### config.mk
export PLATFORM = sky130hd
export DESIGN_NAME = ufs_ido_div_cell
export DESIGN_NICKNAME = d
export VERILOG_FILES = /design/src/rtl/ufs_ido_div_cell.sv
export SDC_FILE = /design/constraint.sdc
export NUM_CORES = 1
export LEC_CHECK = 0
export BUFFER_PORTS_ARGS = -buffer_cell sky130_fd_sc_hd__buf_2
export CORE_UTILIZATION = 33
export DETAILED_ROUTE_END_ITERATION = 16
export GPL_TIMING_DRIVEN = 0
export PLACE_DENSITY = 0.67
export SLEW_MARGIN = 5
export SYNTH_ARGS = -nofsm -noshare
export SYNTH_HDL_FRONTEND = slang
export SYNTH_SLANG_ARGS = --single-unit
### constraint.sdc
create_clock -name clk -period 4.6 [get_ports clk]
set_clock_uncertainty 0.05 [all_clocks]
set_input_delay 0.46 -clock clk [delete_from_list [all_inputs] [get_ports clk]]
set_output_delay 0.46 -clock clk [all_outputs]
set_load 0.005 [all_outputs]
### src/rtl/ufs_ido_div_cell.sv
`timescale 1ns / 1ps
// One restoring-division cell: resolves one quotient bit per request.
// No dependencies; chained by rtl/ufs_inode_disk_offset_core.sv.
module ufs_ido_div_cell #(
  parameter int RW = 32,
  parameter int NW = 32,
  parameter int SW = 1
) (
  input  logic          clk,
  input  logic          rst_n,
  input  logic          in_valid,
  output logic          in_ready,
  input  logic [RW-1:0] in_rem,
  input  logic [NW-1:0] in_num,
  input  logic [SW-1:0] in_side,
  input  logic [RW-1:0] divisor,
  output logic          out_valid,
  input  logic          out_ready,
  output logic [RW-1:0] out_rem,
  output logic [NW-1:0] out_num,
  output logic [SW-1:0] out_side
);

  logic          valid_r;
  logic [RW-1:0] rem_r, rem_nxt;
  logic [NW-1:0] num_r, num_nxt;
  logic [SW-1:0] side_r;
  logic [RW:0]   trial, diff;
  logic          fits;

  // Shift in the next dividend bit, subtract when it fits
  always_comb begin
    trial   = {in_rem, in_num[NW-1]};
    diff    = trial - {1'b0, divisor};
    fits    = (trial >= {1'b0, divisor});
    rem_nxt = fits ? diff[RW-1:0] : trial[RW-1:0];
    num_nxt = {in_num[NW-2:0], fits};
  end

  assign in_ready = !valid_r || out_ready;

  always_ff @(posedge clk) begin
    if (!rst_n) begin
      valid_r <= 1'b0;
    end else if (in_ready) begin
      valid_r <= in_valid;
    end
  end

  always_ff @(posedge clk) begin
    if (in_ready && in_valid) begin
      rem_r  <= rem_nxt;
      num_r  <= num_nxt;
      side_r <= in_side;
    end
  end

  assign out_valid = valid_r;
  assign out_rem   = rem_r;
  assign out_num   = num_r;
  assign out_side  = side_r;

endmodule

==> metrics.csv <==
metric,value,unit
hold_ws,0.252,ns
r2r setup slk,2.98,ns
kind of critical path,input pin to register,
total design power,1.95,mW
vias in the first global route,3642,
Setup TNS Final,0,ns
drt pass-1 iters,5,
Synth Register Bits,66,
Post-CTS Setup Repair Bufs,0,
total number of vias,3741,
cell count after synthesis,411,
RSZ-0062 raised after global routing,no,
max-slew violations,0,
row cnt,40,
port buffer count,167,
YS warnings,0,
setup violators final,0,
PD cells,352,mW/mm^2
Tightest Pin Transition,0.889,ns
Crit path largest cell delay,0.53,ns
worst hold path class,input pin to register,
Post-synth EDFFs,65,
CP Max Fanout,10,
Tcrit/Tclk final,0.801,
# hold bufs at CTS,0,
DP HPWL,8.60,mm
R2R cell count,2,
Antenna Cells,0,
Tmin final,3.68,ns
Routed Antenna Nets,0,
CTS tree,yes,
relative slew slack,0.407,
Synth Flop Type,edfxtp_1,
CP Capture Type,register,
"CP delay by family, top",compound AO/OA/AOI/OAI gates,
outcome,"complete, no violations",
final core occ,0.456,
CTS max path bufs,2,
total wire length,11.2,mm
post-synthesis sequential area ratio,0.471,
worst hold stages,1,
pin count of the biggest net entering global routing,66,
io pins,168,
routed length per instance,14.7,um
Post-Syn Area,0.00418,mm^2
# fillers,1207,
routability cong.,0.837,
DIE HEIGHT,115,um
Die ar.,0.0131,mm^2
setup ws final,0.917,ns
CTS Root Cell,clkbuf_16,
worst slack at placement,0.522,ns
arrival time worst endpoint,3.70,ns
grt total ovfl,0,
launching point of the worst reg2reg path,out_valid,
core box area,0.0122,mm^2
critical path cell sequence,buf_2 > ha_1 > clkbuf_1 > nand4_1 > or4_1 > a21oi_1 > nor3_1 > a211oi_2 > o21ai_2 > o31ai_4 > buf_4 > buf_4 > a21oi_1,
Multi-input gate area,0.00200,mm^2
Area Growth Syn to Fin,32.7,%
Peak Freq,272,MHz
DRC viols,0,
clock tree sinks,66,
syn nets,545,
Startpoint Class,input pin,
FF+latch area,0.00197,mm^2
Leakage,2.55,nW
Netlist cell types,49,
Final nets,723,
worst r2r dst,out_rem[6],
cts bufs inserted,9,
Hold EP,out_num[7],
Max rail drop VDD,0.156,mV
ys async rst share,0,
Max-Cap Viols,0,
Starting Density,0.344,
CP Data Required Time,4.62,ns
cts repair resizes,0,
average via count per standard cell,4.91,
first-pass GRT wire length,17.3,mm
post-synthesis average cell area,10.2,um^2
Die Wd,115,um
CP bufs+invs,4,
Tot GR Track Use,0.172,
H-tree depth,3,
"Hold Vio Cnt, Final",0,
layout cells sized above 1,0.338,
Iteration-0 DRC Markers,251,
clk_lat worst skew,0.32,ns
initial antenna violation count,0,
min-delay src,in_num[6],
Clock transition at path regs,0.06,ns
critical path's slowest cell,o31ai_4,
==> final cells by class <==
| cell class | instances | share of cell area |
|---|---|---|
| inverter | 39 | 0.0264 |
| tap | 168 | 0.0379 |
| sequential | 66 | 0.355 |
| multi-input combinational | 291 | 0.359 |
| clock inverter | 7 | 0.0169 |
| buffer | 15 | 0.0131 |
| clock buffer | 9 | 0.0406 |
| timing repair buffer | 167 | 0.151 |
==> cells in the mapped netlist (all sizes together) (6+ instances only) <==
library cell,count,share of area
a21o,13,0.023
a21oi,55,0.066
buf,7,0.010
clkbuf,8,0.0072
edfxtp,65,0.47
ha,32,0.096
inv,39,0.035
mux2,10,0.027
nand2,28,0.025
nand3,8,0.0096
nand4,7,0.010
nor2,37,0.033
o21a,6,0.011
o21ai,16,0.020
xnor2,15,0.031
xor2,12,0.025
==> cell families after synthesis <==
family                   Yosys count  synth area share
AO/OA/AOI/OAI                    119             0.179
XOR/XNOR                          27            0.0565
adder cells (fa/ha/maj)           33             0.100
buffers and inverters             54            0.0523
flip-flops                        66             0.471
multiplexers                      12            0.0317
AND/OR/NAND/NOR                  100             0.109
==> worst max path at each step <==
stage / startpoint / to / slack [ns] / cells after the start
CTS: in_rem[17] / out_rem[14] / 0.88 / 13
finish: in_rem[15] / out_rem[14] / 0.92 / 13
floorplan: divisor[18] / out_rem[13] / 1.25 / 12
detailed placement: divisor[16] / out_rem[14] / 0.52 / 14
global route: divisor[16] / out_rem[14] / 0.58 / 14
global placement: in_rem[15] / out_rem[14] / 0.50 / 13
==> through the flow <==
stage	cells	instance area, um^2
final	762	5550
after global placement	746	5230
after global routing	762	5550
after floorplan	411	4180
after detailed placement	746	5230
after CTS	762	5550
==> metal layers <==
layer	routed length [um]	vias up	part of all wire	track usage
met5	0	-	0	0
met4	153	0	0.014	0.0571
met3	803	12	0.072	0.0508
met2	5210	151	0.47	0.285
met1	5030	1724	0.45	0.214
li1	-	1854	-	-
==> registers in the layout (all words and copies together), names as in the netlist <==
name / count
out_side: 1
out_rem: 32
out_num: 32
out_valid: 1
==> power breakdown <==
part           internal, mW  switching [mW]
Combinational         0.207           0.258
Clock                 0.473           0.266
Sequential            0.738          0.0118
Total                  1.42           0.536
==> cell usage in the layout, fill, tap and decap left out, types with 2 or more instances in the layout <==
| cell | synthesis | routed |
|---|---|---|
| a211o_1 | 2 | 2 |
| a211oi_1 | 3 | 3 |
| a21o_1 | 13 | 13 |
| a21oi_1 | 55 | 55 |
| a31oi_1 | 2 | 2 |
| and2_1 | 3 | 2 |
| buf_2 | 4 | 171 |
| buf_4 | 3 | 3 |
| bufinv_16 | 0 | 2 |
| clkbuf_1 | 8 | 8 |
| clkbuf_16 | 0 | 9 |
| clkinv_4 | 0 | 2 |
| edfxtp_1 | 65 | 65 |
| ha_1 | 32 | 32 |
| inv_1 | 39 | 39 |
| mux2_1 | 4 | 4 |
| mux2_2 | 6 | 6 |
| mux2i_1 | 2 | 2 |
| nand2_1 | 28 | 28 |
| nand2b_1 | 5 | 5 |
| nand3_1 | 8 | 8 |
| nand4_1 | 7 | 7 |
| nor2_1 | 37 | 37 |
| nor2b_1 | 2 | 2 |
| nor3_1 | 2 | 2 |
| nor4_1 | 4 | 4 |
| o211ai_1 | 4 | 4 |
| o21a_1 | 6 | 6 |
| o21ai_0 | 15 | 15 |
| o21bai_1 | 3 | 3 |
| o22ai_1 | 2 | 2 |
| o41ai_1 | 2 | 2 |
| xnor2_1 | 15 | 15 |
| xor2_1 | 12 | 12 |
(Power assumes the default switching activity.)
