$ cat src/rtl/ufs_ido_stage.sv
`timescale 1ns / 1ps
// Pipeline register with valid/ready flow control.
// No dependencies; used by rtl/ufs_inode_disk_offset_core.sv.
module ufs_ido_stage #(
  parameter int W = 8
) (
  input  logic         clk,
  input  logic         rst_n,
  input  logic         in_valid,
  output logic         in_ready,
  input  logic [W-1:0] in_data,
  output logic         out_valid,
  input  logic         out_ready,
  output logic [W-1:0] out_data
);

  logic         valid_r;
  logic [W-1:0] data_r;

  assign in_ready = !valid_r || out_ready;

  always_ff @(posedge clk) begin
    if (!rst_n) begin
      valid_r <= 1'b0;
    end else if (in_ready) begin
      valid_r <= in_valid;
    end
  end

  // Payload loads only on an accepted request
  always_ff @(posedge clk) begin
    if (in_ready && in_valid) begin
      data_r <= in_data;
    end
  end

  assign out_valid = valid_r;
  assign out_data  = data_r;

endmodule

$ cat config.mk
export PLATFORM = sky130hd
export DESIGN_NAME = ufs_ido_stage
export DESIGN_NICKNAME = d
export VERILOG_FILES = /design/src/rtl/ufs_ido_stage.sv
export SDC_FILE = /design/constraint.sdc
export NUM_CORES = 1
export LEC_CHECK = 0
export BUFFER_PORTS_ARGS = -buffer_cell sky130_fd_sc_hd__buf_2
export CAP_MARGIN = 20
export CORE_AREA = 5 5 42 44
export DETAILED_ROUTE_END_ITERATION = 10
export DIE_AREA = 0 0 47 49
export GPL_TIMING_DRIVEN = 0
export HOLD_SLACK_MARGIN = 0.15
export PLACE_DENSITY = 0.49
export SYNTH_ARGS = -nofsm -noshare
export SYNTH_HDL_FRONTEND = slang
export SYNTH_SLANG_ARGS = --single-unit
$ cat constraint.sdc
create_clock -name clk -period 1.7 [get_ports clk]
set_clock_uncertainty 0.05 [all_clocks]
set_input_delay 0.17 -clock clk [delete_from_list [all_inputs] [get_ports clk]]
set_output_delay 0.17 -clock clk [all_outputs]
set_load 0.03 [all_outputs]
==> results of run 1 <==
[flip-flops by register name, indices dropped and copies added (netlist names)]
register,cells
out_data,8
out_valid,1
[synthesized netlist by cell type]
cell type / number
a21boi_2: 1
dfxtp_1: 1
and2_4: 1
edfxtp_1: 8
inv_1: 1
nand2b_4: 1
[logic make-up (layout without fill, tap and decap cells)]
family,Yosys count,in the layout,share of synthesized area
DFF,9,9,0.874
and+or+nand+nor,2,2,0.0756
AOI/OAI and AO/OA,1,1,0.0378
buffers and inverters,1,36,0.0126
[area by class of cell]
class | count | area (µm²)
fill | 143 | 852
sequential | 9 | 260
timing repair buffer | 31 | 205
multi-input combinational | 3 | 33.8
clock buffer | 4 | 26.3
tap | 16 | 20.0
inverter | 1 | 3.75
[through the flow]
| stage | area [µm²] | std cells | power [W] |
|---|---|---|---|
| 5_1_grt | 549 | 64 | 0.000528 |
| 2_1_floorplan | 298 | 13 | 0.000304 |
| 3_3_place_gp | 423 | 50 | 0.000328 |
| 6_report | 549 | 64 | 0.000498 |
| 3_5_place_dp | 423 | 50 | 0.000330 |
| 4_1_cts | 549 | 64 | 0.000505 |
[placed cells by master (no fill, tap or decap)]
cell / netlist / routed
dlygate4sd3_1: 0 / 10
dfxtp_1: 1 / 1
nand2b_4: 1 / 1
and2_4: 1 / 1
clkbuf_4: 0 / 3
edfxtp_1: 8 / 8
buf_2: 0 / 21
a21boi_2: 1 / 1
inv_1: 1 / 1
clkbuf_1: 0 / 1
[critical path, stage by stage]
cell and delay (ps):
dlygate4sd3_1 530, buf_2 110, a21boi_2 140, dlygate4sd3_1 540
[how the worst max path moves through the flow]
| stage | startpoint | endpoint | slack (ps) | depth (start not counted) |
|---|---|---|---|---|
| after global placement | out_valid$_SDFFE_PN0P_ | out_data[7]$_DFFE_PP_ | 770 | 2 |
| after detailed placement | out_valid$_SDFFE_PN0P_ | out_data[3]$_DFFE_PP_ | 750 | 2 |
| after global routing | rst_n | out_valid$_SDFFE_PN0P_ | 270 | 4 |
| final | rst_n | out_valid$_SDFFE_PN0P_ | 300 | 4 |
| after CTS | rst_n | out_valid$_SDFFE_PN0P_ | 310 | 4 |
| after floorplan | out_valid$_SDFFE_PN0P_ | out_data[0]$_DFFE_PP_ | 500 | 2 |
[per-layer routing]
metal | track usage | vias up | wire [µm]
li1 | - | 118 | -
met1 | 0.0591 | 105 | 204
met2 | 0.102 | 12 | 352
met3 | 0.0369 | 0 | 76
met4 | 0.0415 | 0 | 0
met5 | 0 | - | 0
[report_power, final]
group | switching, W | leakage (nW) | total [W] | internal, W
sequential | 0.00000392 | 0.0858 | 0.000260 | 0.000256
combinational | 0.0000442 | 0.146 | 0.0000824 | 0.0000382
clock | 0.0000655 | 0.0150 | 0.000155 | 0.0000899
==> key figures, run 1 <==
Drt
  – DR iter-0 viols: 1
  – Average wire per standard cell: 9.89 µm
  – Vias per cell: 3.67
  – Routed wire length: 633 µm
  – Via Count: 235
  – Routed Antenna Nets: 0
  – Drt first pass iters: 2
  – Detailed-route DRC error count: 0

Die
  – CORE AREA: 0.00140 mm²
  – Ports: 22
  – Die Y-Extent: 49 µm
  – Die Wd: 47 µm
  – Die area: 0.00230 mm²
  – Starting density of the core: 0.213
  – Num rows: 14

Cells and area
  – Final core occ: 0.392
  – Layout cell share with drive strength beyond 1: 0.563
  – Nets: 61
  – Area added between synthesis and finish: 84.5%
  – Antenna diodes: 0

Clocking
  – Worst-Skew Late Latency: 250 ps
  – CTS tree: done
  – Inserted Clock Buffers: 3
  – Clock sink count: 9
  – CTS clk-pin slew, worst paths: 60 ps
  – H-tree Lvls: 1
  – CTS max path bufs: 2
  – Cts hold-fix bufs: 10
  – Cts repair resizes: 0
  – Root Buffer: clkbuf_4
  – Post-CTS setup buffer count: 0

Logic synthesis
  – Ranking of synthesized cells by area: edfxtp_1 81%, dfxtp_1 6.7%, nand2b_4 4.6%, a21boi_2 3.8%, and2_4 2.9%
  – Seq cells post-synth: 9
  – Yosys cell types: 6
  – Synth Warn #: 0
  – Top-area cell type share of the netlist area: 0.807
  – Synth Net Count: 25
  – Sequential-to-total area share from yosys stat: 0.874
  – Post-Syn Instances: 13
  – Synthesized area: 298 µm²
  – Largest area contributor in the netlist: edfxtp_1
  – Syn avg cell area: 22.9 µm²

Worst setup path
  – R2r setup slk: 480 ps
  – Crit-path max FO: 1
  – Reg2Reg Depth: 3
  – Crit end category: flop
  – CP required: 1790 ps
  – Startpoint types: primary input
  – Critical path type: in2reg
  – Reg-to-reg endpoint: out_valid$_SDFFE_PN0P_
  – Worst r2r src: out_valid$_SDFFE_PN0P_
  – Worst EP arrival: 1490 ps

Timing
  – Highest Clock Rate: 715 MHz
  – Worst rel slew slack: 0.895
  – Worst slew pin tran: 159 ps
  – Period minus WS final: 1400 ps
  – RSZ-0062 raised after global routing: false
  – Fin Hold WS: 289 ps
  – Setup_tns: 0 ps
  – Max Transition Viols Final: 0
  – Min setup slack post-route: 302 ps
  – Tcrit/Tclk final: 0.823
  – Endpoints failing hold: 0
  – Endpoints failing setup: 0

Power and ir drop
  – Leak: 0.247 nW
  – Max VDD drop: 0.269 mV
  – Power density over cell area: 906 mW/mm²

Global route
  – Initial antenna violation count: 0
  – First-pass GRT wire length: 1030 µm
  – Largest net degree at the start of global routing: 9
  – Total grt overflow: 0
  – Vias in the first global route: 260
  – All-layer global routing usage: 0.0641

Worst hold path
  – Tightest Hold Check Type: in2reg
  – WHS Path Cells: 2
  – Hold Startpoint: in_valid
  – Hold worst-path end: out_data[7]$_DFFE_PP_

Placed design
  – Placer Congestion: 0.554
  – Pre-CTS setup slack: 751 ps
  – PortBufs: 21

Run status
  – Status: completed

Job
  – Max_cap viols: 0
Note: power is estimated with default switching activity, not from simulation.
==> run 2: changes to the inputs <==
==> constraint.sdc (replaced) <==
create_clock -name clk -period 1.4 [get_ports clk]
set_clock_uncertainty 0.05 [all_clocks]
set_input_delay 0.14 -clock clk [delete_from_list [all_inputs] [get_ports clk]]
set_output_delay 0.14 -clock clk [all_outputs]
set_load 0.03 [all_outputs]
==> run 2 against run 1 <==
  * Setup slack got worse by 190 ps
  * Sequential share of layout area decreased by 0.85 points
  * Clock power increased by 22%
  * Combinational power increased by 24%
  * Total power increased by 22%
  * Utilization increased by 0.71 points
  * Non-clock buffer count increased by 1
  * First-iteration DRC count unchanged
  * Sequential power increased by 22%
  * Clock-buffer cell count unchanged
  * Largest cell class unchanged
  * Largest power group unchanged
  * Highest routed layer unchanged
==> key figures, run 2 (synthesis results as in run 1) <==
Die
  – Die area: 0.00230 mm²
  – CORE AREA: 0.00140 mm²
  – Die Wd: 47 µm
  – Ports: 22
  – Die Y-Extent: 49 µm
  – Num rows: 14
  – Starting density of the core: 0.213

Job
  – Max_cap viols: 0

Clocking
  – Worst-Skew Late Latency: 250 ps
  – Cts repair resizes: 0
  – CTS clk-pin slew, worst paths: 60 ps
  – Inserted Clock Buffers: 3
  – Clock sink count: 9
  – Root Buffer: clkbuf_4
  – CTS tree: done
  – CTS max path bufs: 2
  – H-tree Lvls: 1

Worst setup path
  – WP depth: 4
  – Worst r2r src: out_valid$_SDFFE_PN0P_
  – Worst EP arrival: 1100 ps
  – Critical path startpoint: out_ready
  – Reg-to-reg endpoint: out_data[3]$_DFFE_PP_
  – Crit end category: output pin
  – Critical path type: in2out
  – Crit-path max FO: 3
  – Largest delay share family, worst path: buffers and inverters
  – Worst path max stage delay: 530 ps
  – Top cell by count, worst path: buf_2
  – Critical Path End: in_ready
  – Reg2Reg Depth: 2
  – Critical-path top delay cell: dlygate4sd3_1
  – Startpoint types: primary input
  – R2r setup slk: 440 ps
  – Bufs and invs on worst path: 3
  – CP required: 1210 ps
  – Cells along the critical path: dlygate4sd3_1, buf_2, nand2b_4, buf_2

Cells and area
  – Area added between synthesis and finish: 87.8%
  – Antenna diodes: 0
  – Design area: 559 µm²
  – Nets: 62
  – Area of the multi-input gates: 33.8 µm²
  – Most frequent cells in the layout: 21 x buf_2, 11 x dlygate4sd3_1, 8 x edfxtp_1, 3 x clkbuf_4
  – Max reg flops: 8
  – Most common cell after layout, fill and taps aside: buf_2
  – Fillers: 141
  – Reg area: 260 µm²
  – Layout cell share with drive strength beyond 1: 0.551

Global route
  – Total grt overflow: 0
  – First-pass GRT wire length: 1030 µm
  – Largest net degree at the start of global routing: 9
  – Initial antenna violation count: 0
  – Vias in the first global route: 260
  – All-layer global routing usage: 0.0641

Drt
  – Routed Antenna Nets: 0
  – Average wire per standard cell: 10.0 µm
  – Vias per cell: 3.68
  – Routed wire length: 651 µm
  – Drt first pass iters: 2
  – Via Count: 239
  – DR iter-0 viols: 1
  – Detailed-route DRC error count: 0

Placed design
  – Placer Congestion: 0.554
  – Placed Area: 423 µm²
  – PortBufs: 21

Power and ir drop
  – Leak: 0.250 nW
  – Power density over cell area: 1080 mW/mm²
  – Max VDD drop: 0.327 mV

Timing
  – Highest Clock Rate: 773 MHz
  – RSZ-0062 raised after global routing: false
  – Max Transition Viols Final: 0
  – Worst rel slew slack: 0.894
  – Tcrit/Tclk final: 0.924
  – Endpoints failing setup: 0
  – Period minus WS final: 1290 ps
  – Setup_tns: 0 ps
  – Endpoints failing hold: 0
  – Worst slew pin tran: 160 ps

Run status
  – Status: completed

Worst hold path
  – Tightest Hold Check Type: reg2reg
run 2: changes by cell type in the layout (fill, tap and decap cells not counted):
| cell | before | now |
|---|---|---|
| dlygate4sd3_1 | 10 | 11 |
run 2: per-layer routing:
metal / track usage / up-vias / share of wire
met1: 0.0591 / 107 / 0.32
met3: 0.0369 / 0 / 0.12
met5: 0 / - / 0
met4: 0.0415 / 0 / 0
met2: 0.102 / 12 / 0.56
li1: - / 120 / -
run 2: final cells by class:
class,count,share of cell area
Sequential cell,9,0.465
Inverter,1,0.00671
Clock buffer,4,0.0470
Tap cell,16,0.0358
Multi-Input combinational cell,3,0.0604
Timing Repair Buffer,32,0.385
run 2: stage by stage:
| step | cells | worst slack [ps] | total power [W] | hold WS, ps | util |
|---|---|---|---|---|---|
| 4_1_cts | 64 | 43.5 | 0.000613 | 256 | 0.392 |
| 5_1_grt | 65 | 70.6 | 0.000643 | 483 | 0.399 |
| 6_report | 65 | 107 | 0.000606 | 457 | 0.399 |
| 3_5_place_dp | 50 | 451 | 0.000401 | 269 | 0.302 |
| 2_1_floorplan | 13 | 205 | 0.000369 | 189 | - |
| 3_3_place_gp | 50 | 465 | 0.000398 | 268 | 0.302 |
run 2: what timing repair did:
item | 4_1_cts | 5_1_grt
hold buffers | 10 | 2
hold endpoints to repair | 9 | 1
buffers inserted | 0 | 0
setup endpoints to repair | 0 | 1
run 2: worst min-delay path by stage:
| stage | start | slack (ps) | to | cells past startpoint |
|---|---|---|---|---|
| 2_1_floorplan | in_data[0] | 190 | out_data[0]$_DFFE_PP_ | 0 |
| 3_3_place_gp | in_data[3] | 270 | out_data[3]$_DFFE_PP_ | 1 |
| 3_5_place_dp | in_data[6] | 270 | out_data[6]$_DFFE_PP_ | 1 |
| 4_1_cts | in_valid | 260 | out_data[7]$_DFFE_PP_ | 2 |
| 5_1_grt | out_valid$_SDFFE_PN0P_ | 480 | out_valid$_SDFFE_PN0P_ | 2 |
| 6_report | out_valid$_SDFFE_PN0P_ | 460 | out_valid$_SDFFE_PN0P_ | 2 |
run 2: tightest hold or removal path, cell delays in order (launching register included):
cell	delay [ps]
dfxtp_1	330
nand2b_4	80
a21boi_2	50
run 2: power by group:
| group | switching [W] | internal (W) | leakage [nW] | total, W |
|---|---|---|---|---|
| registers | 0.00000475 | 0.000311 | 0.0858 | 0.000316 |
| clock network | 0.0000795 | 0.000109 | 0.0150 | 0.000189 |
| logic | 0.0000541 | 0.0000478 | 0.149 | 0.000102 |
| total | 0.000138 | 0.000468 | 0.250 | 0.000606 |
